<file path="src/design/atsd_pkg.sv">
package atsd_pkg;

    // Field widths
    localparam int BYTE_W       = 8;
    localparam int CODE_W       = 11;
    localparam int COUNT_W      = 16;
    localparam int BANK_W       = 4;
    localparam int ATTRIB_W     = 5;
    localparam int STYLE_W      = 4;
    localparam int CHAR_W       = 7;
    localparam int ACCUM_W      = 17;
    localparam int DIGIT_W      = 3;
    localparam int CFG_ADDR_W   = 3;
    localparam int CFG_DATA_W   = 7;

    // Repeat run limits
    localparam int MAX_RUN_DIGITS = 4;
    localparam logic [ACCUM_W-1:0] ACC_MAX   = 17'h1FFFF;
    localparam logic [COUNT_W-1:0] COUNT_MAX = 16'hFFFF;

    // Special bytes
    localparam logic [BYTE_W-1:0] CHAR_NEWLINE = 8'h0A;
    localparam logic [BYTE_W-1:0] CHAR_NUL     = 8'h00;
    localparam logic [3:0]        RUN_PREFIX   = 4'h8;

    // Escape groups, taken from bits 6..4 of an escape byte
    typedef enum logic [2:0] {
        ESC_RUN     = 3'h0,
        ESC_BANK    = 3'h1,
        ESC_ATTR_LO = 3'h2,
        ESC_ATTR_HI = 3'h3,
        ESC_COLOR_A = 3'h4,
        ESC_SIZE    = 3'h5,
        ESC_STYLE   = 3'h6,
        ESC_COLOR_B = 3'h7
    } esc_grp_t;

    // Configuration register indexes
    typedef enum logic [CFG_ADDR_W-1:0] {
        REG_PHI_ENABLED       = 3'd0,
        REG_HIDDEN_MASK       = 3'd1,
        REG_DEFAULT_BANK      = 3'd2,
        REG_DEFAULT_ATTRIB    = 3'd3,
        REG_DEFAULT_STYLE     = 3'd4,
        REG_DEFAULT_LAST_CHAR = 3'd5
    } cfg_reg_t;

    // Reset values of the configuration registers
    localparam logic [ATTRIB_W-1:0] RST_HIDDEN_MASK = 5'd1;
    localparam logic [CHAR_W-1:0]   RST_LAST_CHAR   = 7'h7F;

    typedef struct packed {
        logic                phi_enabled;
        logic [ATTRIB_W-1:0] hidden_mask;
        logic [BANK_W-1:0]   default_bank;
        logic [ATTRIB_W-1:0] default_attrib;
        logic [STYLE_W-1:0]  default_style;
        logic [CHAR_W-1:0]   default_last_char;
    } cfg_t;

    typedef struct packed {
        logic [CODE_W-1:0]  code;
        logic [COUNT_W-1:0] run_count;
        logic               last;
    } res_t;

    // Results of one byte, packed from slot 0
    typedef struct packed {
        logic [1:0] num;
        res_t       r0;
        res_t       r1;
    } push_t;

endpackage

</file>
<file path="src/design/atsd_ifs.sv">
interface atsd_byte_if;
    import atsd_pkg::*;
    logic              valid;
    logic              ready;
    logic [BYTE_W-1:0] byte_in;
    modport source (output valid, output byte_in, input ready);
    modport sink   (input valid, input byte_in, output ready);
endinterface

interface atsd_res_if;
    import atsd_pkg::*;
    logic               valid;
    logic               ready;
    logic [CODE_W-1:0]  code;
    logic [COUNT_W-1:0] run_count;
    logic               last;
    modport source (output valid, output code, output run_count, output last, input ready);
    modport sink   (input valid, input code, input run_count, input last, output ready);
endinterface

interface atsd_cfg_if;
    import atsd_pkg::*;
    logic                  valid;
    logic                  ready;
    logic [CFG_ADDR_W-1:0] addr;
    logic [CFG_DATA_W-1:0] wdata;
    modport source (output valid, output addr, output wdata, input ready);
    modport sink   (input valid, input addr, input wdata, output ready);
endinterface

</file>
<file path="src/design/atsd_cfg.sv">
module atsd_cfg (
    input  logic           clk,
    input  logic           rst_n,
    atsd_cfg_if.sink       cfg_ch,
    output atsd_pkg::cfg_t cfg
);
    import atsd_pkg::*;

    cfg_t cfg_reg;
    cfg_t cfg_next;

    // Writes are always taken.
    assign cfg_ch.ready = 1'b1;
    assign cfg          = cfg_reg;

    // Register write decode; unknown indexes are dropped.
    always_comb
    begin
        cfg_next = cfg_reg;
        if (cfg_ch.valid)
        begin
            unique case (cfg_ch.addr)
                REG_PHI_ENABLED:       cfg_next.phi_enabled       = cfg_ch.wdata[0];
                REG_HIDDEN_MASK:       cfg_next.hidden_mask       = cfg_ch.wdata[ATTRIB_W-1:0];
                REG_DEFAULT_BANK:      cfg_next.default_bank      = cfg_ch.wdata[BANK_W-1:0];
                REG_DEFAULT_ATTRIB:    cfg_next.default_attrib    = cfg_ch.wdata[ATTRIB_W-1:0];
                REG_DEFAULT_STYLE:     cfg_next.default_style     = cfg_ch.wdata[STYLE_W-1:0];
                REG_DEFAULT_LAST_CHAR: cfg_next.default_last_char = cfg_ch.wdata[CHAR_W-1:0];
                default:               cfg_next = cfg_reg;
            endcase
        end
    end

    always_ff @(posedge clk or negedge rst_n)
    begin
        if (!rst_n)
        begin
            cfg_reg.phi_enabled       <= 1'b0;
            cfg_reg.hidden_mask       <= RST_HIDDEN_MASK;
            cfg_reg.default_bank      <= '0;
            cfg_reg.default_attrib    <= '0;
            cfg_reg.default_style     <= '0;
            cfg_reg.default_last_char <= RST_LAST_CHAR;
        end
        else
        begin
            cfg_reg <= cfg_next;
        end
    end

endmodule

</file>
<file path="src/design/atsd_core.sv">
module atsd_core (
    input  logic                        clk,
    input  logic                        rst_n,
    input  atsd_pkg::cfg_t              cfg,
    input  logic                        fire,
    input  logic [atsd_pkg::BYTE_W-1:0] byte_in,
    output atsd_pkg::push_t             push
);
    import atsd_pkg::*;

    logic [BANK_W-1:0]   bank_reg,   bank_next;
    logic [ATTRIB_W-1:0] attrib_reg, attrib_next;
    logic [STYLE_W-1:0]  style_reg,  style_next;
    logic [CHAR_W-1:0]   char_reg,   char_next;
    logic [ACCUM_W-1:0]  accum_reg,  accum_next;
    logic [DIGIT_W-1:0]  digit_reg,  digit_next;
    logic                in_run_reg, in_run_next;

    logic               is_run_byte;
    logic               hidden;
    logic [ACCUM_W-1:0] digit_add;
    logic [ACCUM_W:0]   accum_sum;
    logic [ACCUM_W:0]   count_sum;
    logic [COUNT_W-1:0] run_count;
    res_t               run_res;
    res_t               byte_res;
    logic               byte_emit;
    esc_grp_t           grp;

    assign is_run_byte = (byte_in[BYTE_W-1:4] == RUN_PREFIX);
    assign hidden      = (|(attrib_reg & cfg.hidden_mask)) || (style_reg != '0);
    assign grp         = esc_grp_t'(byte_in[6:4]);

    // Next digit weight: nibble shifted up by four bits per digit, plus one.
    assign digit_add = (ACCUM_W'(byte_in[3:0]) << {digit_reg[1:0], 2'b00}) + ACCUM_W'(1);
    assign accum_sum = {1'b0, accum_reg} + {1'b0, digit_add};

    // Count of a finished run, saturated to the output width.
    assign count_sum = {1'b0, accum_reg} + (ACCUM_W+1)'(1);
    assign run_count = (count_sum > (ACCUM_W+1)'(COUNT_MAX)) ? COUNT_MAX
                                                             : count_sum[COUNT_W-1:0];

    assign run_res.code      = {bank_reg, char_reg};
    assign run_res.run_count = run_count;
    assign run_res.last      = 1'b0;

    // Decode of one byte: state update and up to two results.
    always_comb
    begin
        bank_next   = bank_reg;
        attrib_next = attrib_reg;
        style_next  = style_reg;
        char_next   = char_reg;
        accum_next  = accum_reg;
        digit_next  = digit_reg;
        in_run_next = in_run_reg;

        byte_res.code      = CODE_W'(byte_in);
        byte_res.run_count = COUNT_W'(1);
        byte_res.last      = 1'b1;
        byte_emit          = 1'b0;

        push.num = 2'd0;
        push.r0  = byte_res;
        push.r1  = byte_res;

        if (!cfg.phi_enabled)
        begin
            // Pass-through mode: the raw byte, state untouched.
            push.num = 2'd1;
        end
        else if (is_run_byte)
        begin
            // Repeat count digit.
            if (!in_run_reg)
            begin
                in_run_next = 1'b1;
                accum_next  = ACCUM_W'(byte_in[3:0]) + ACCUM_W'(1);
                digit_next  = DIGIT_W'(1);
            end
            else if (digit_reg < DIGIT_W'(MAX_RUN_DIGITS))
            begin
                accum_next = (accum_sum > (ACCUM_W+1)'(ACC_MAX)) ? ACC_MAX
                                                                 : accum_sum[ACCUM_W-1:0];
                digit_next = digit_reg + DIGIT_W'(1);
            end
            else
            begin
                accum_next = ACC_MAX;
            end
        end
        else
        begin
            if (in_run_reg)
            begin
                in_run_next = 1'b0;
                accum_next  = '0;
                digit_next  = '0;
            end

            if (byte_in[BYTE_W-1])
            begin
                // Escape byte: bank, attribute or style change; other groups change nothing.
                unique case (grp) inside
                    ESC_BANK:                 bank_next   = byte_in[BANK_W-1:0];
                    ESC_ATTR_LO, ESC_ATTR_HI: attrib_next = byte_in[ATTRIB_W-1:0];
                    ESC_STYLE:                style_next  = byte_in[STYLE_W-1:0];
                    default:                  bank_next   = bank_reg;
                endcase
            end
            else
            begin
                if (byte_in != CHAR_NUL)
                begin
                    char_next = byte_in[CHAR_W-1:0];
                end
                if (|byte_in[6:5])
                begin
                    // Printable: banked, unless hidden or styled.
                    byte_res.code = {bank_reg, byte_in[CHAR_W-1:0]};
                    byte_emit     = !hidden;
                end
                else
                begin
                    // Control byte: unbanked; newline restores the defaults.
                    byte_emit = 1'b1;
                    if (byte_in == CHAR_NEWLINE)
                    begin
                        bank_next   = cfg.default_bank;
                        attrib_next = cfg.default_attrib;
                        style_next  = cfg.default_style;
                        char_next   = cfg.default_last_char;
                    end
                end
            end

            // Pack the results from slot zero; the last one carries the flag.
            if (in_run_reg)
            begin
                push.r0      = run_res;
                push.r0.last = !byte_emit;
                push.r1      = byte_res;
                push.num     = byte_emit ? 2'd2 : 2'd1;
            end
            else
            begin
                push.r0  = byte_res;
                push.num = byte_emit ? 2'd1 : 2'd0;
            end
        end
    end

    always_ff @(posedge clk or negedge rst_n)
    begin
        if (!rst_n)
        begin
            bank_reg   <= '0;
            attrib_reg <= '0;
            style_reg  <= '0;
            char_reg   <= RST_LAST_CHAR;
            accum_reg  <= '0;
            digit_reg  <= '0;
            in_run_reg <= 1'b0;
        end
        else if (fire)
        begin
            bank_reg   <= bank_next;
            attrib_reg <= attrib_next;
            style_reg  <= style_next;
            char_reg   <= char_next;
            accum_reg  <= accum_next;
            digit_reg  <= digit_next;
            in_run_reg <= in_run_next;
        end
    end

endmodule

</file>
<file path="src/design/atsd_outq.sv">
module atsd_outq (
    input  logic            clk,
    input  logic            rst_n,
    input  logic            push_en,
    input  atsd_pkg::push_t push,
    output logic            space,
    atsd_res_if.source      res_ch
);
    import atsd_pkg::*;

    localparam int DEPTH = 4;
    localparam int PTR_W = $clog2(DEPTH);

    res_t             entry_reg [DEPTH];
    logic [PTR_W-1:0] wr_ptr_reg, wr_ptr_next;
    logic [PTR_W-1:0] rd_ptr_reg, rd_ptr_next;
    logic [PTR_W:0]   count_reg,  count_next;
    logic             pop;
    logic [PTR_W:0]   count_after_pop;
    logic [1:0]       num_in;

    assign res_ch.valid     = (count_reg != '0);
    assign res_ch.code      = entry_reg[rd_ptr_reg].code;
    assign res_ch.run_count = entry_reg[rd_ptr_reg].run_count;
    assign res_ch.last      = entry_reg[rd_ptr_reg].last;

    assign pop             = res_ch.valid && res_ch.ready;
    assign count_after_pop = count_reg - (PTR_W+1)'(pop);

    // Room for the two results one byte can cause.
    assign space  = (count_after_pop <= (PTR_W+1)'(DEPTH - 2));
    assign num_in = push_en ? push.num : 2'd0;

    // Pointer and fill bookkeeping.
    always_comb
    begin
        wr_ptr_next = wr_ptr_reg + PTR_W'(num_in);
        rd_ptr_next = rd_ptr_reg + PTR_W'(pop);
        count_next  = count_after_pop + (PTR_W+1)'(num_in);
    end

    always_ff @(posedge clk or negedge rst_n)
    begin
        if (!rst_n)
        begin
            wr_ptr_reg <= '0;
            rd_ptr_reg <= '0;
            count_reg  <= '0;
        end
        else
        begin
            wr_ptr_reg <= wr_ptr_next;
            rd_ptr_reg <= rd_ptr_next;
            count_reg  <= count_next;
        end
    end

    // Result storage; results of one byte go to consecutive entries.
    always_ff @(posedge clk)
    begin
        if (num_in != 2'd0)
        begin
            entry_reg[wr_ptr_reg] <= push.r0;
        end
        if (num_in == 2'd2)
        begin
            entry_reg[wr_ptr_reg + PTR_W'(1)] <= push.r1;
        end
    end

endmodule

</file>
<file path="src/design/attributed_text_stream_decoder.sv">
// Channel   Direction  Payload                     Accepted when
// byte_ch   in         byte_in[7:0]                valid && ready
// res_ch    out        code[10:0], run_count[15:0], last   valid && ready
// cfg_ch    in         addr[2:0], wdata[6:0]       valid && ready (ready is always high)
//
// One byte per cycle while the output queue has room: a byte is held in the
// input register, is decoded there, and its results enter a four-entry output
// queue in the same cycle. A byte that ends a repeat run can give two results,
// so the output side, at one result per cycle, sets the rate. Reset clears the
// queue and input register and loads the register reset values. A stalled output
// fills the queue; the input register then holds its byte and drops ready.
module attributed_text_stream_decoder (
    input  logic       clk,
    input  logic       rst_n,
    atsd_byte_if.sink  byte_ch,
    atsd_res_if.source res_ch,
    atsd_cfg_if.sink   cfg_ch
);
    import atsd_pkg::*;

    cfg_t              cfg;
    push_t             push;
    logic              space;
    logic              advance;
    logic              in_valid_reg, in_valid_next;
    logic [BYTE_W-1:0] byte_reg;

    assign advance       = in_valid_reg && space;
    assign byte_ch.ready = !in_valid_reg || advance;

    // Input register.
    always_comb
    begin
        in_valid_next = in_valid_reg;
        if (byte_ch.ready)
        begin
            in_valid_next = byte_ch.valid;
        end
    end

    always_ff @(posedge clk or negedge rst_n)
    begin
        if (!rst_n)
        begin
            in_valid_reg <= 1'b0;
        end
        else
        begin
            in_valid_reg <= in_valid_next;
        end
    end

    always_ff @(posedge clk)
    begin
        if (byte_ch.ready && byte_ch.valid)
        begin
            byte_reg <= byte_ch.byte_in;
        end
    end

    atsd_cfg u_cfg (
        .clk    (clk),
        .rst_n  (rst_n),
        .cfg_ch (cfg_ch),
        .cfg    (cfg)
    );

    atsd_core u_core (
        .clk     (clk),
        .rst_n   (rst_n),
        .cfg     (cfg),
        .fire    (advance),
        .byte_in (byte_reg),
        .push    (push)
    );

    atsd_outq u_outq (
        .clk     (clk),
        .rst_n   (rst_n),
        .push_en (advance),
        .push    (push),
        .space   (space),
        .res_ch  (res_ch)
    );

endmodule
</file>
<file path="src/flat_wrapper.sv">
// flat-port wrapper written by rule: the top's interface ports become plain ports
module attributed_text_stream_decoder_flat import atsd_pkg::*;
  (clk, rst_n, byte_ch_valid, byte_ch_byte_in, byte_ch_ready, res_ch_valid, res_ch_code, res_ch_run_count, res_ch_last, res_ch_ready, cfg_ch_valid, cfg_ch_addr, cfg_ch_wdata, cfg_ch_ready);
  atsd_byte_if byte_ch_i ();
  atsd_res_if res_ch_i ();
  atsd_cfg_if cfg_ch_i ();
  input  logic clk;
  input  logic rst_n;
  input wire logic [$bits(byte_ch_i.valid)-1:0] byte_ch_valid;
  input wire logic [$bits(byte_ch_i.byte_in)-1:0] byte_ch_byte_in;
  output wire logic [$bits(byte_ch_i.ready)-1:0] byte_ch_ready;
  output wire logic [$bits(res_ch_i.valid)-1:0] res_ch_valid;
  output wire logic [$bits(res_ch_i.code)-1:0] res_ch_code;
  output wire logic [$bits(res_ch_i.run_count)-1:0] res_ch_run_count;
  output wire logic [$bits(res_ch_i.last)-1:0] res_ch_last;
  input wire logic [$bits(res_ch_i.ready)-1:0] res_ch_ready;
  input wire logic [$bits(cfg_ch_i.valid)-1:0] cfg_ch_valid;
  input wire logic [$bits(cfg_ch_i.addr)-1:0] cfg_ch_addr;
  input wire logic [$bits(cfg_ch_i.wdata)-1:0] cfg_ch_wdata;
  output wire logic [$bits(cfg_ch_i.ready)-1:0] cfg_ch_ready;
  assign byte_ch_i.valid = byte_ch_valid;
  assign byte_ch_i.byte_in = byte_ch_byte_in;
  assign byte_ch_ready = byte_ch_i.ready;
  assign res_ch_valid = res_ch_i.valid;
  assign res_ch_code = res_ch_i.code;
  assign res_ch_run_count = res_ch_i.run_count;
  assign res_ch_last = res_ch_i.last;
  assign res_ch_i.ready = res_ch_ready;
  assign cfg_ch_i.valid = cfg_ch_valid;
  assign cfg_ch_i.addr = cfg_ch_addr;
  assign cfg_ch_i.wdata = cfg_ch_wdata;
  assign cfg_ch_ready = cfg_ch_i.ready;
  attributed_text_stream_decoder u_core (.clk(clk), .rst_n(rst_n), .byte_ch(byte_ch_i), .res_ch(res_ch_i), .cfg_ch(cfg_ch_i));
endmodule
</file>
<file path="config.mk">
export PLATFORM = sky130hd
export DESIGN_NAME = attributed_text_stream_decoder_flat
export DESIGN_NICKNAME = d
export VERILOG_FILES = /design/src/design/atsd_pkg.sv /design/src/design/atsd_ifs.sv /design/src/design/atsd_cfg.sv /design/src/design/atsd_core.sv /design/src/design/atsd_outq.sv /design/src/design/attributed_text_stream_decoder.sv /design/src/flat_wrapper.sv
export SDC_FILE = /design/constraint.sdc
export NUM_CORES = 1
export LEC_CHECK = 0
export BUFFER_PORTS_ARGS = -buffer_cell sky130_fd_sc_hd__buf_2
export CAP_MARGIN = 20
export CORE_ASPECT_RATIO = 0.8
export CORE_UTILIZATION = 56
export DETAILED_ROUTE_END_ITERATION = 8
export PLACE_DENSITY = 0.83
export REMOVE_ABC_BUFFERS = 1
export SLEW_MARGIN = 10
export SYNTH_ARGS = -nofsm -noshare
export SYNTH_HDL_FRONTEND = slang
export SYNTH_HIERARCHICAL = 1
export SYNTH_SLANG_ARGS = --single-unit
</file>
<file path="constraint.sdc">
create_clock -name clk -period 3.37 [get_ports clk]
set_input_delay 0.337 -clock clk [delete_from_list [all_inputs] [get_ports clk]]
set_output_delay 0.337 -clock clk [all_outputs]
set_load 0.02 [all_outputs]
</file>
==> results of run 1 <==
==> worst max-delay path by stage <==
stage / end / cells after the start / start
2_1_floorplan: u_core/u_outq/entry_reg[1][0] / 9 / u_core/u_outq/count_reg[2]
3_3_place_gp: u_core/u_outq/entry_reg[1][7] / 11 / u_core/u_outq/count_reg[2]
3_5_place_dp: u_core/u_outq/entry_reg[1][7] / 11 / u_core/u_outq/count_reg[2]
4_1_cts: u_core/u_outq/entry_reg[1][7] / 11 / u_core/u_outq/count_reg[2]
5_1_grt: u_core/u_core/accum_reg[13] / 15 / u_core/byte_reg[1]
6_report: u_core/u_core/accum_reg[13] / 15 / u_core/byte_reg[1]
==> repair_timing <==
| action | CTS | global route |
|---|---|---|
| setup endpoints to repair | 0 | 68 |
| setup buffers | 0 | 2 |
| resized for setup | 0 | 7 |
==> cell families (layout without fill, tap and decap cells) <==
kind of cell	Yosys count	in the layout	share of synthesized area
xor+xnor	30	30	0.0238
other cells	3	19	0.00102
compound gates	135	135	0.0785
flops	195	195	0.499
fa+ha+maj	33	33	0.0388
mux	187	187	0.219
simple gates	205	205	0.0984
buf+inv	82	142	0.0412
==> Yosys cell counts (3+ instances only) <==
| master | n | area share |
|---|---|---|
| a211oi_1 | 3 | 0.0020 |
| clkbuf_1 | 21 | 0.0072 |
| o21ai_1 | 3 | 0.0014 |
| a21o_1 | 11 | 0.0075 |
| xnor2_1 | 17 | 0.014 |
| o21ai_0 | 28 | 0.013 |
| nor2_2 | 4 | 0.0023 |
| xor2_1 | 13 | 0.010 |
| mux4_2 | 28 | 0.057 |
| and3_1 | 11 | 0.0062 |
| a21oi_1 | 50 | 0.023 |
| dfrtp_1 | 60 | 0.14 |
| nor2_1 | 43 | 0.015 |
| a221o_1 | 3 | 0.0027 |
| buf_6 | 3 | 0.0031 |
| nand2_1 | 59 | 0.020 |
| mux2i_1 | 15 | 0.014 |
| and4bb_4 | 3 | 0.0044 |
| nand2b_1 | 7 | 0.0040 |
| nand4_1 | 5 | 0.0028 |
| nor4_1 | 7 | 0.0040 |
| mux2_2 | 142 | 0.15 |
| buf_2 | 9 | 0.0041 |
| ha_1 | 31 | 0.035 |
| a31oi_1 | 7 | 0.0040 |
| inv_1 | 18 | 0.0061 |
| or3_1 | 3 | 0.0017 |
| dfstp_2 | 15 | 0.036 |
| and2_1 | 14 | 0.0079 |
| nand3_1 | 21 | 0.0095 |
| conb_1 | 3 | 0.0010 |
| nor3_1 | 5 | 0.0023 |
| o22ai_1 | 3 | 0.0017 |
| buf_4 | 30 | 0.020 |
| nor2b_1 | 6 | 0.0034 |
| edfxtp_1 | 120 | 0.33 |
==> stage by stage <==
step	setup WS, ns	total power (µW)	hold slack, ns
finish	0.127	8870	0.0226
global route	-0.0480	9310	0.0533
CTS	0.0628	8870	0.0555
detailed placement	0.122	6810	0.474
global placement	0.186	6700	0.476
floorplan	-0.430	5680	0.0414
==> power groups by stage <==
| stage | combinational, µW | sequential (µW) | clock (µW) |
|---|---|---|---|
| floorplan | 2030 | 3650 | 0 |
| global placement | 3070 | 3630 | 0 |
| global route | 3470 | 3690 | 2150 |
| CTS | 3190 | 3620 | 2060 |
| finish | 3200 | 3620 | 2040 |
| detailed placement | 3150 | 3660 | 0 |
==> layout by cell type, fill, tap and decap left out, types with 4 or more instances in the layout <==
| master | instances |
|---|---|
| mux2_2 | 142 |
| edfxtp_1 | 120 |
| dfrtp_1 | 59 |
| nand2_1 | 59 |
| buf_2 | 51 |
| a21oi_1 | 50 |
| nor2_1 | 41 |
| buf_4 | 33 |
| ha_1 | 29 |
| mux4_2 | 28 |
| o21ai_0 | 27 |
| nand3_1 | 21 |
| clkbuf_16 | 20 |
| conb_1 | 19 |
| inv_1 | 18 |
| xnor2_1 | 17 |
| dfstp_2 | 15 |
| mux2i_1 | 15 |
| xor2_1 | 13 |
| and2_1 | 13 |
| and3_1 | 11 |
| a21o_1 | 11 |
| buf_12 | 8 |
| nand2b_1 | 7 |
| nor4_1 | 7 |
| a31oi_1 | 7 |
| nor2_2 | 6 |
| nor2b_1 | 6 |
| nand4_1 | 5 |
| clkbuf_1 | 4 |
| nor3_1 | 4 |
| o21ai_1 | 4 |
==> worst max-delay path: cells and delay by family (launching register included) <==
family	cells	cell delay, ns
compound gates	7	1.41
fa+ha+maj	2	0.54
buf+inv	1	0.11
simple gates	5	0.63
flops	1	0.43
==> per-layer routing <==
layer,vias up,wire length (µm)
met3,38,1750
met1,3615,10400
met2,311,11600
met5,-,0
li1,3351,-
met4,0,414
==> layout make-up <==
type | count | area (µm²) | share of cell area
Sequential cell | 195 | 5500 | 0.448
Timing Repair Buffer | 92 | 663 | 0.0540
Clock buffer | 26 | 543 | 0.0442
Inverter | 18 | 67.6 | 0.00550
Clock inverter | 6 | 53.8 | 0.00438
Tap cell | 258 | 323 | 0.0263
Multi-Input combinational cell | 609 | 5140 | 0.418
==> results.sh, run 1 <==
export IMPL_busiest_layer="met2"
export IMPL_clock_sinks=195
export IMPL_ys_seq_elements=195
export IMPL_synth_yosys_warnings=6
export IMPL_path_class="flop to flop"
export IMPL_cp_max_fo=5
export IMPL_path_cells="inv_1, nor3_2, ha_2, nand3_1, nor2_1, a21oi_1, nor2_1, ha_2, a21oi_1, o31a_1, o21ai_2, a31o_4, a31oi_4, nor3_2, a221o_1"
export IMPL_use_met3=0.0594
export IMPL_swShare=0.350
export IMPL_vdd_ir_drop_max_mv=0.668
export IMPL_p_sw_uw=3100
export IMPL_p_comb_frac=0.361
export IMPL_p_int_uw=5770
export IMPL_drtIter0Drc=637
export IMPL_cp_required_ns=3.68
export IMPL_htreeDepth=4
export IMPL_dpl_cell_count=1170
export IMPL_fp_row_count=45
export IMPL_p_clk_frac=0.230
export IMPL_r2r_end="u_core/u_core/accum_reg[13]"
export IMPL_p_leak_uw=0.00495
export IMPL_vias_per_cell=6.08
export IMPL_ys_flop_type="edfxtp_1"
export IMPL_maxSlewHeadroom=0.359
export IMPL_cts_tree="yes"
export IMPL_syn_inst=870
export IMPL_p_seq_frac=0.409
export IMPL_grt_antenna_before_repair=0
export IMPL_min_period_ns=3.24
export IMPL_place_congestion=0.866
export IMPL_synthToLayoutAreaGrowth_pct=11.6
export IMPL_avgSynthCellArea_um2=12.7
export IMPL_final_setup_tns_ns=0
export IMPL_die_w_um=159
export IMPL_r2r_start="u_core/byte_reg[1]"
export IMPL_ios=54
export IMPL_synthArstFlopShare=0.385
export IMPL_cts_root_buf="clkbuf_16"
export IMPL_final_cells=1204
export IMPL_antenna_left=0
export IMPL_route_detailed_drc=0
export IMPL_wl_per_cell_um=20.0
export IMPL_path_clk_slew_ns=0.07
export IMPL_fillers=1394
export IMPL_setup_violations=0
export IMPL_yosysUniqueCellTypes=73
export IMPL_met1_usage=0.326
export IMPL_initial_core_util=0.575
export IMPL_numCtsBuffers=17
export IMPL_status="finished, final reports clean"
export IMPL_synth_seq_area_share=0.499
export IMPL_largest_reg_flops=112
export IMPL_syn_area_mm2=0.0110
export IMPL_die_area_mm2=0.0202
export IMPL_worst_slew_pin_slew_ns=0.961
export IMPL_post_route_period_util=0.962
export IMPL_hold_violations=0
export IMPL_final_area_mm2=0.0123
export IMPL_drive_above_1_share=0.356
export IMPL_num_antenna_cells=0
export IMPL_synth_edff_count=120
export IMPL_finalNetCount=989
export IMPL_rrSetupSlack_ns=0.13
export IMPL_dp_hpwl_um=16000
export IMPL_max_freq_mhz=308
export IMPL_slowest_stage="edfxtp_1"
export IMPL_power_density_mw_per_mm2=722
export IMPL_report_final_slew_viol_count=0
export IMPL_fin_worst_skew_ns=0.0112
export IMPL_fp_dieH_um=127
export IMPL_end_kind="flop"
export IMPL_clk_path_buf_depth=2
export IMPL_finalWirelength_um=24100
export IMPL_clkLatencyLatePin_ns=0.44
export IMPL_grt_usage=0.250
export IMPL_rr_worst_depth=15
export IMPL_grt_ovfl_total=0
export IMPL_core_area_mm2=0.0191
export IMPL_drt_first_pass_iters=5
export IMPL_place_area_mm2=0.0117
export IMPL_grt_max_degree=76
export IMPL_crit_path_start_kind="flop"
export IMPL_grt_pass1_vias=7382
export IMPL_critical_path_max_stage_delay_ns=0.43
export IMPL_cts_hold_buf=0
export IMPL_use_met2=0.412
export IMPL_cap_violations=0
export IMPL_worstHoldPathType="input pin to async pin"
export IMPL_io_buffers=52
export IMPL_route_vias_total=7315
export IMPL_grt_pass1_wl_um=38900
export IMPL_utilization=0.642
export IMPL_arrival_ns=3.56
Power figures use the tool's default switching activity.
==> run 2, diff against run 1 <==
--- a/config.mk
+++ b/config.mk
@@ -6,7 +6,9 @@
 export NUM_CORES = 1
 export LEC_CHECK = 0
+export ABC_CLOCK_PERIOD_IN_PS = 3370
 export BUFFER_PORTS_ARGS = -buffer_cell sky130_fd_sc_hd__buf_2
 export CAP_MARGIN = 20
 export CORE_ASPECT_RATIO = 0.8
+export CORE_MARGIN = 3
 export CORE_UTILIZATION = 56
 export DETAILED_ROUTE_END_ITERATION = 8
==> constraint.sdc (replaced) <==
create_clock -name clk -period 3.37 [get_ports clk]
set_input_delay 0.337 -clock clk [delete_from_list [all_inputs] [get_ports clk]]
set_output_delay 0.337 -clock clk [all_outputs]
set_load 0.05 [all_outputs]
==> run 2 against run 1 <==
Net effect: combinational power rose by 19%; clock skew rose by 0.0040 ns; non-clock buffer count fell by 2; core utilization rose by 0.39 points; clock power rose by 12%; global-route usage fell by 1.2 points; via count rose by 0.72%; highest routed layer unchanged; largest power group is now combinational logic; worst hold slack improved by 0.054 ns; sequential cell count did not move; routed wire length rose by 1.7%.
==> results.sh, run 2 (same netlist as run 1, synthesis figures left out) <==
export IMPL_place_congestion=0.892
export IMPL_grt_antenna_before_repair=0
export IMPL_cp_required_ns=3.68
export IMPL_crit_path_start_kind="flop"
export IMPL_worst_slew_pin_slew_ns=0.835
export IMPL_ios=54
export IMPL_p_leak_uw=0.00499
export IMPL_fin_worst_skew_ns=0.0152
export IMPL_dp_hpwl_um=16000
export IMPL_cts_root_buf="clkbuf_16"
export IMPL_p_clk_frac=0.236
export IMPL_grt_pass1_vias=7540
export IMPL_clock_sinks=195
export IMPL_critical_path_max_stage_delay_ns=0.42
export IMPL_grt_pass1_wl_um=40000
export IMPL_largest_reg_flops=112
export IMPL_p_seq_frac=0.370
export IMPL_core_area_mm2=0.0191
export IMPL_final_cells=1202
export IMPL_numCtsBuffers=17
export IMPL_rr_worst_depth=16
export IMPL_clk_path_buf_depth=2
export IMPL_power_density_mw_per_mm2=780
export IMPL_htreeDepth=4
export IMPL_setup_violations=0
export IMPL_layout_common_cells="mux2_2, edfxtp_1, dfrtp_1, nand2_1, buf_2"
export IMPL_num_antenna_cells=0
export IMPL_grt_max_degree=68
export IMPL_drive_above_1_share=0.357
export IMPL_synthToLayoutAreaGrowth_pct=12.2
export IMPL_end_kind="flop"
export IMPL_path_clk_slew_ns=0.07
export IMPL_fillers=1397
export IMPL_cp_max_fo=5
export IMPL_vias_per_cell=6.13
export IMPL_max_freq_mhz=310
export IMPL_finalWirelength_um=24500
export IMPL_final_common_cell="mux2_2"
export IMPL_dpl_cell_count=1167
export IMPL_grt_usage=0.238
export IMPL_post_route_period_util=0.958
export IMPL_antenna_left=0
export IMPL_swShare=0.383
export IMPL_min_path_cells=1
export IMPL_cts_tree="yes"
export IMPL_drtIter0Drc=651
export IMPL_power_uw=9640
export IMPL_grt_ovfl_total=0
export IMPL_io_buffers=52
export IMPL_status="finished, final reports clean"
export IMPL_hold_violations=0
export IMPL_path_cells="nor2_2, nand2_1, inv_1, ha_1, nand3_1, nor2_1, a21oi_1, nor2_1, ha_1, a21oi_1, o31a_1, o21ai_2, a31o_4, a31oi_4, nand3_1, a32o_1"
export IMPL_wl_per_cell_um=20.4
export IMPL_die_area_mm2=0.0214
export IMPL_utilization=0.646
export IMPL_drt_first_pass_iters=6
export IMPL_cap_violations=0
export IMPL_route_detailed_drc=0
export IMPL_path_class="flop to flop"
export IMPL_arrival_ns=3.54
export IMPL_clkLatencyLatePin_ns=0.43
export IMPL_fp_dieH_um=131
export IMPL_maxSlewHeadroom=0.438
export IMPL_p_comb_frac=0.394
export IMPL_fin_hold_ws_ns=0.0770
export IMPL_worstHoldPathType="input pin to flop"
export IMPL_fp_row_count=45
export IMPL_vdd_ir_drop_max_mv=0.664
export IMPL_p_int_uw=5950
export IMPL_finalNetCount=987
export IMPL_route_vias_total=7368
export IMPL_min_period_ns=3.23
export IMPL_die_w_um=163
export IMPL_report_final_slew_viol_count=0
export IMPL_slowest_stage="dfrtp_1"
export IMPL_initial_core_util=0.575
export IMPL_p_sw_uw=3690
## run 2: through the flow
step	setup slack (ns)	area (µm²)	TNS, ns
2_1_floorplan	-0.610	10700	-72.77
3_3_place_gp	0.168	11700	0
3_5_place_dp	0.0777	11700	0
4_1_cts	0.0557	12300	0
5_1_grt	-0.0475	12400	-0.0748
6_report	0.141	12400	0
## run 2: repair_timing
action,in CTS,in global routing
setup buffers,0,2
endpoints found under the hold margin,8,0
endpoints found under the setup margin,0,115
resized for setup,0,7
hold buffers,1,0
## run 2: final timing paths
kind                                            start                           to  slack [ns]
max                        u_core/u_core/digit_reg[1]   u_core/u_core/accum_reg[4]        0.14
min reg2reg                 u_core/u_core/char_reg[2]    u_core/u_core/char_reg[2]        0.49
min in group asynchronous                       rst_n  u_core/u_outq/rd_ptr_reg[1]        0.29
max in group asynchronous                       rst_n    u_core/u_core/char_reg[3]        2.42
max reg2reg                u_core/u_core/digit_reg[1]   u_core/u_core/accum_reg[4]        0.14
min                                byte_ch_byte_in[4]           u_core/byte_reg[4]        0.08
## run 2: per-layer routing
metal  vias to the layer above  track usage  share of wire
met4                         0       0.0592          0.016
met3                        39       0.0492          0.078
met2                       326        0.370           0.48
li1                       3352            -              -
met5                         -            0              0
met1                      3651        0.345           0.43
## run 2: cell type report
class,instances,area [µm²],share of cell area
clock buffers,18,429,0.0347
clock inverters,14,239,0.0193
inverters,18,67.6,0.00546
multi-input cells,609,5140,0.416
flip-flops and latches,195,5500,0.445
well taps,258,323,0.0261
repair buffers,90,661,0.0534
## run 2: worst max-delay path, delay by kind of cell, from the launching register on
kind / cells / cell delay [ns]
AND/OR/NAND/NOR: 6 / 0.70
flip-flops: 1 / 0.42
buffers and inverters: 1 / 0.08
AO/OA/AOI/OAI: 7 / 1.41
adder cells (fa/ha/maj): 2 / 0.50
## run 2: power groups by stage
stage / clock network (µW) / registers, µW / logic (µW)
6_report: 2280 / 3560 / 3800
3_5_place_dp: 0 / 3590 / 3720
4_1_cts: 2310 / 3550 / 3760
3_3_place_gp: 0 / 3570 / 3640
2_1_floorplan: 0 / 3650 / 2560
5_1_grt: 2420 / 3620 / 4090
==> run 3, diff against run 2 <==
Settings changed: SLEW_MARGIN 10 to 20, SYNTH_HIERARCHICAL 1 to default.
==> run 3 against run 2 <==
Net effect: core utilization is 0.12 points lower; combinational power fell by 12%; area after synthesis is 9.1% lower; worst hold slack lost 0.042 ns; synthesized cell count up 6.7%; critical path depth fell by 3; critical path type unchanged; critical endpoint is now u_core.u_core.accum_reg[3]; fmax up 0.52%; sequential power decreased by 5%; largest cell class is now multi-input combinational cells; non-clock buffer count stayed put; total power down 9.0%.
==> results.sh, run 3 <==
export IMPL_ys_seq_elements=195
export IMPL_p_int_uw=5240
export IMPL_drt_first_pass_iters=6
export IMPL_p_seq_frac=0.384
export IMPL_wl_per_cell_um=20.5
export IMPL_dpl_cell_count=1192
export IMPL_clkLatencyLatePin_ns=0.43
export IMPL_largest_reg_flops=112
export IMPL_final_common_cell="nand2_1"
export IMPL_r2r_start="u_core.u_core.digit_reg[0]"
export IMPL_crit_path_start_kind="flop"
export IMPL_rrSetupSlack_ns=0.16
export IMPL_final_setup_tns_ns=0
export IMPL_cp_depth=13
export IMPL_final_cells=1224
export IMPL_synth_area_leaders="edfxtp_1, dfrtp_1, dfxtp_1, mux4_2, a22o_1"
export IMPL_cp_buffers_inverters=2
export IMPL_grt_antenna_before_repair=0
export IMPL_p_clk_frac=0.234
export IMPL_finalWirelength_um=25100
export IMPL_synth_yosys_warnings=0
export IMPL_vias_per_cell=6.46
export IMPL_cp_required_ns=3.68
export IMPL_pre_cts_slack_ns=0.0900
export IMPL_synth_top_area_cell="edfxtp_1"
export IMPL_hold_violations=0
export IMPL_yosysUniqueCellTypes=79
export IMPL_path_clk_slew_ns=0.07
export IMPL_grt_usage=0.261
export IMPL_critical_path_max_stage_delay_ns=0.44
export IMPL_drtIter0Drc=1062
export IMPL_p_sw_uw=3540
export IMPL_swShare=0.403
export IMPL_synthAdderAreaFrac=0.0427
export IMPL_setup_violations=0
export IMPL_die_area_mm2=0.0195
export IMPL_crit_family="compound AO/OA/AOI/OAI gates"
export IMPL_route_vias_total=7901
export IMPL_core_area_mm2=0.0174
export IMPL_synthArstFlopShare=0.385
export IMPL_status="finished, final reports clean"
export IMPL_syn_inst=928
export IMPL_synth_top_area_share=0.156
export IMPL_fp_dieH_um=126
export IMPL_fin_ws_ns=0.158
export IMPL_synthToLayoutAreaGrowth_pct=12.2
export IMPL_arrival_ns=3.52
export IMPL_min_period_ns=3.21
export IMPL_rsz0062_at_grt="false"
export IMPL_post_route_period_util=0.953
export IMPL_cts_root_buf="clkbuf_16"
export IMPL_io_buffers=52
export IMPL_r2r_end="u_core.u_core.accum_reg[3]"
export IMPL_synth_top_family_by_area="compound AO/OA/AOI/OAI gates"
export IMPL_cts_tree="yes"
export IMPL_p_comb_frac=0.381
export IMPL_vdd_ir_drop_max_mv=0.388
export IMPL_route_detailed_drc=0
export IMPL_slowest_stage="dfrtp_1"
export IMPL_synth_simple_area_share=0.141
export IMPL_yosys_top_cells_count="nand2_1, dfxtp_1, dfrtp_1, o21ai_0, a22o_1"
export IMPL_ios=54
export IMPL_numCtsBuffers=17
export IMPL_htreeDepth=4
export IMPL_fin_hold_ws_ns=0.0350
export IMPL_report_final_slew_viol_count=0
export IMPL_power_density_mw_per_mm2=781
export IMPL_die_w_um=156
export IMPL_place_congestion=0.945
export IMPL_yosysMostFrequentCell="nand2_1"
export IMPL_path_class="flop to flop"
export IMPL_avgSynthCellArea_um2=10.8
export IMPL_synth_seq_area_share=0.481
export IMPL_cts_hold_buf=0
export IMPL_maxSlewHeadroom=0.388
export IMPL_initial_core_util=0.574
export IMPL_grt_max_degree=76
export IMPL_cap_violations=0
export IMPL_syn_area_mm2=0.0100
export IMPL_muxShareOfSynthArea=0.0971
export IMPL_clock_sinks=195
export IMPL_synth_compound_area_frac=0.180
export IMPL_drive_above_1_share=0.216
export IMPL_worstHoldPathType="input pin to async pin"
export IMPL_num_antenna_cells=0
export IMPL_fin_worst_skew_ns=0.00806
export IMPL_clk_path_buf_depth=2
export IMPL_p_leak_uw=0.00456
export IMPL_antenna_left=0
export IMPL_cp_max_fo=7
export IMPL_worst_slew_pin_slew_ns=0.918
export IMPL_rr_worst_depth=13
export IMPL_grt_pass1_wl_um=40400
export IMPL_synth_xor_area_share=0.0217
export IMPL_finalNetCount=1042
export IMPL_synth_edff_count=52
export IMPL_ys_flop_type="dfxtp_1"
export IMPL_grt_pass1_vias=7604
export IMPL_layout_common_cells="nand2_1, dfxtp_1, dfrtp_1, o21ai_0, a22o_1"
export IMPL_grt_ovfl_total=0
export IMPL_max_freq_mhz=311
export IMPL_fp_row_count=43
export IMPL_path_cells="nor2_1, nand2_1, inv_1, ha_1, xnor2_1, ha_1, o21ai_0, nor2_1, o21ai_0, a21oi_1, buf_4, o41ai_1, nand2_1"
export IMPL_dp_hpwl_um=17400
export IMPL_end_kind="flop"
[run 3: cell type report]
cell class	count	area (µm²)
Clock buffer	20	479
Clock inverter	12	133
Timing Repair Buffer	90	548
Tap cell	225	282
Fill cell	1335	6190
Inverter	28	105
Multi-Input combinational cell	654	4870
Sequential cell	195	4820
[run 3: metrics by stage]
stage          instance area, µm²  total power [µW]  utilization
2_1_floorplan                9770              5600            -
3_3_place_gp                10600              6560        0.608
3_5_place_dp                10600              6680        0.608
4_1_cts                     11200              8740        0.643
5_1_grt                     11200              9220        0.645
6_report                    11200              8780        0.645
[run 3: power by group through the flow]
| stage | Sequential, µW | Combinational, µW | Clock (µW) |
|---|---|---|---|
| finish | 3370 | 3350 | 2060 |
| global route | 3420 | 3620 | 2170 |
| CTS | 3350 | 3320 | 2080 |
| detailed placement | 3390 | 3280 | 0 |
| global placement | 3360 | 3190 | 0 |
| floorplan | 3430 | 2180 | 0 |
[run 3: how the worst max path moves through the flow]
| stage | from | endpoint |
|---|---|---|
| floorplan | u_core.u_outq.count_reg[2] | u_core.byte_reg[0] |
| CTS | u_core.u_outq.count_reg[2] | u_core.u_outq.entry_reg[3][18] |
| global placement | u_core.u_outq.count_reg[2] | u_core.u_outq.entry_reg[3][19] |
| finish | u_core.u_core.digit_reg[0] | u_core.u_core.accum_reg[3] |
| global route | u_core.u_core.digit_reg[0] | u_core.u_core.accum_reg[4] |
| detailed placement | u_core.u_outq.count_reg[1] | u_core.u_outq.entry_reg[3][18] |
[run 3: logic make-up after synthesis]
kind of cell               count (synthesis)
AOI/OAI and AO/OA                        257
DFF                                      195
and+or+nand+nor                          279
buffers and inverters                     79
other                                      2
muxes                                     59
xor gates and xnor gates                  24
adders and majority gates                 33
[run 3: what timing repair did]
action | CTS | global route
gates resized for setup | 0 | 4
buffers inserted | 0 | 0
setup endpoints to repair | 0 | 18
[run 3: worst reg2reg max path, stage by stage (launching register included)]
cell and delay (ns):
dfrtp_1 0.44, nor2_1 0.18, nand2_1 0.10, inv_1 0.09
ha_1 0.20, xnor2_1 0.15, ha_1 0.31, o21ai_0 0.27
nor2_1 0.09, o21ai_0 0.38, a21oi_1 0.17, buf_4 0.19
o41ai_1 0.41, nand2_1 0.11
[run 3: metal layers]
layer / track usage / part of all wire
met5: 0 / 0
met2: 0.378 / 0.44
met3: 0.0630 / 0.10
met1: 0.393 / 0.44
met4: 0.0777 / 0.017
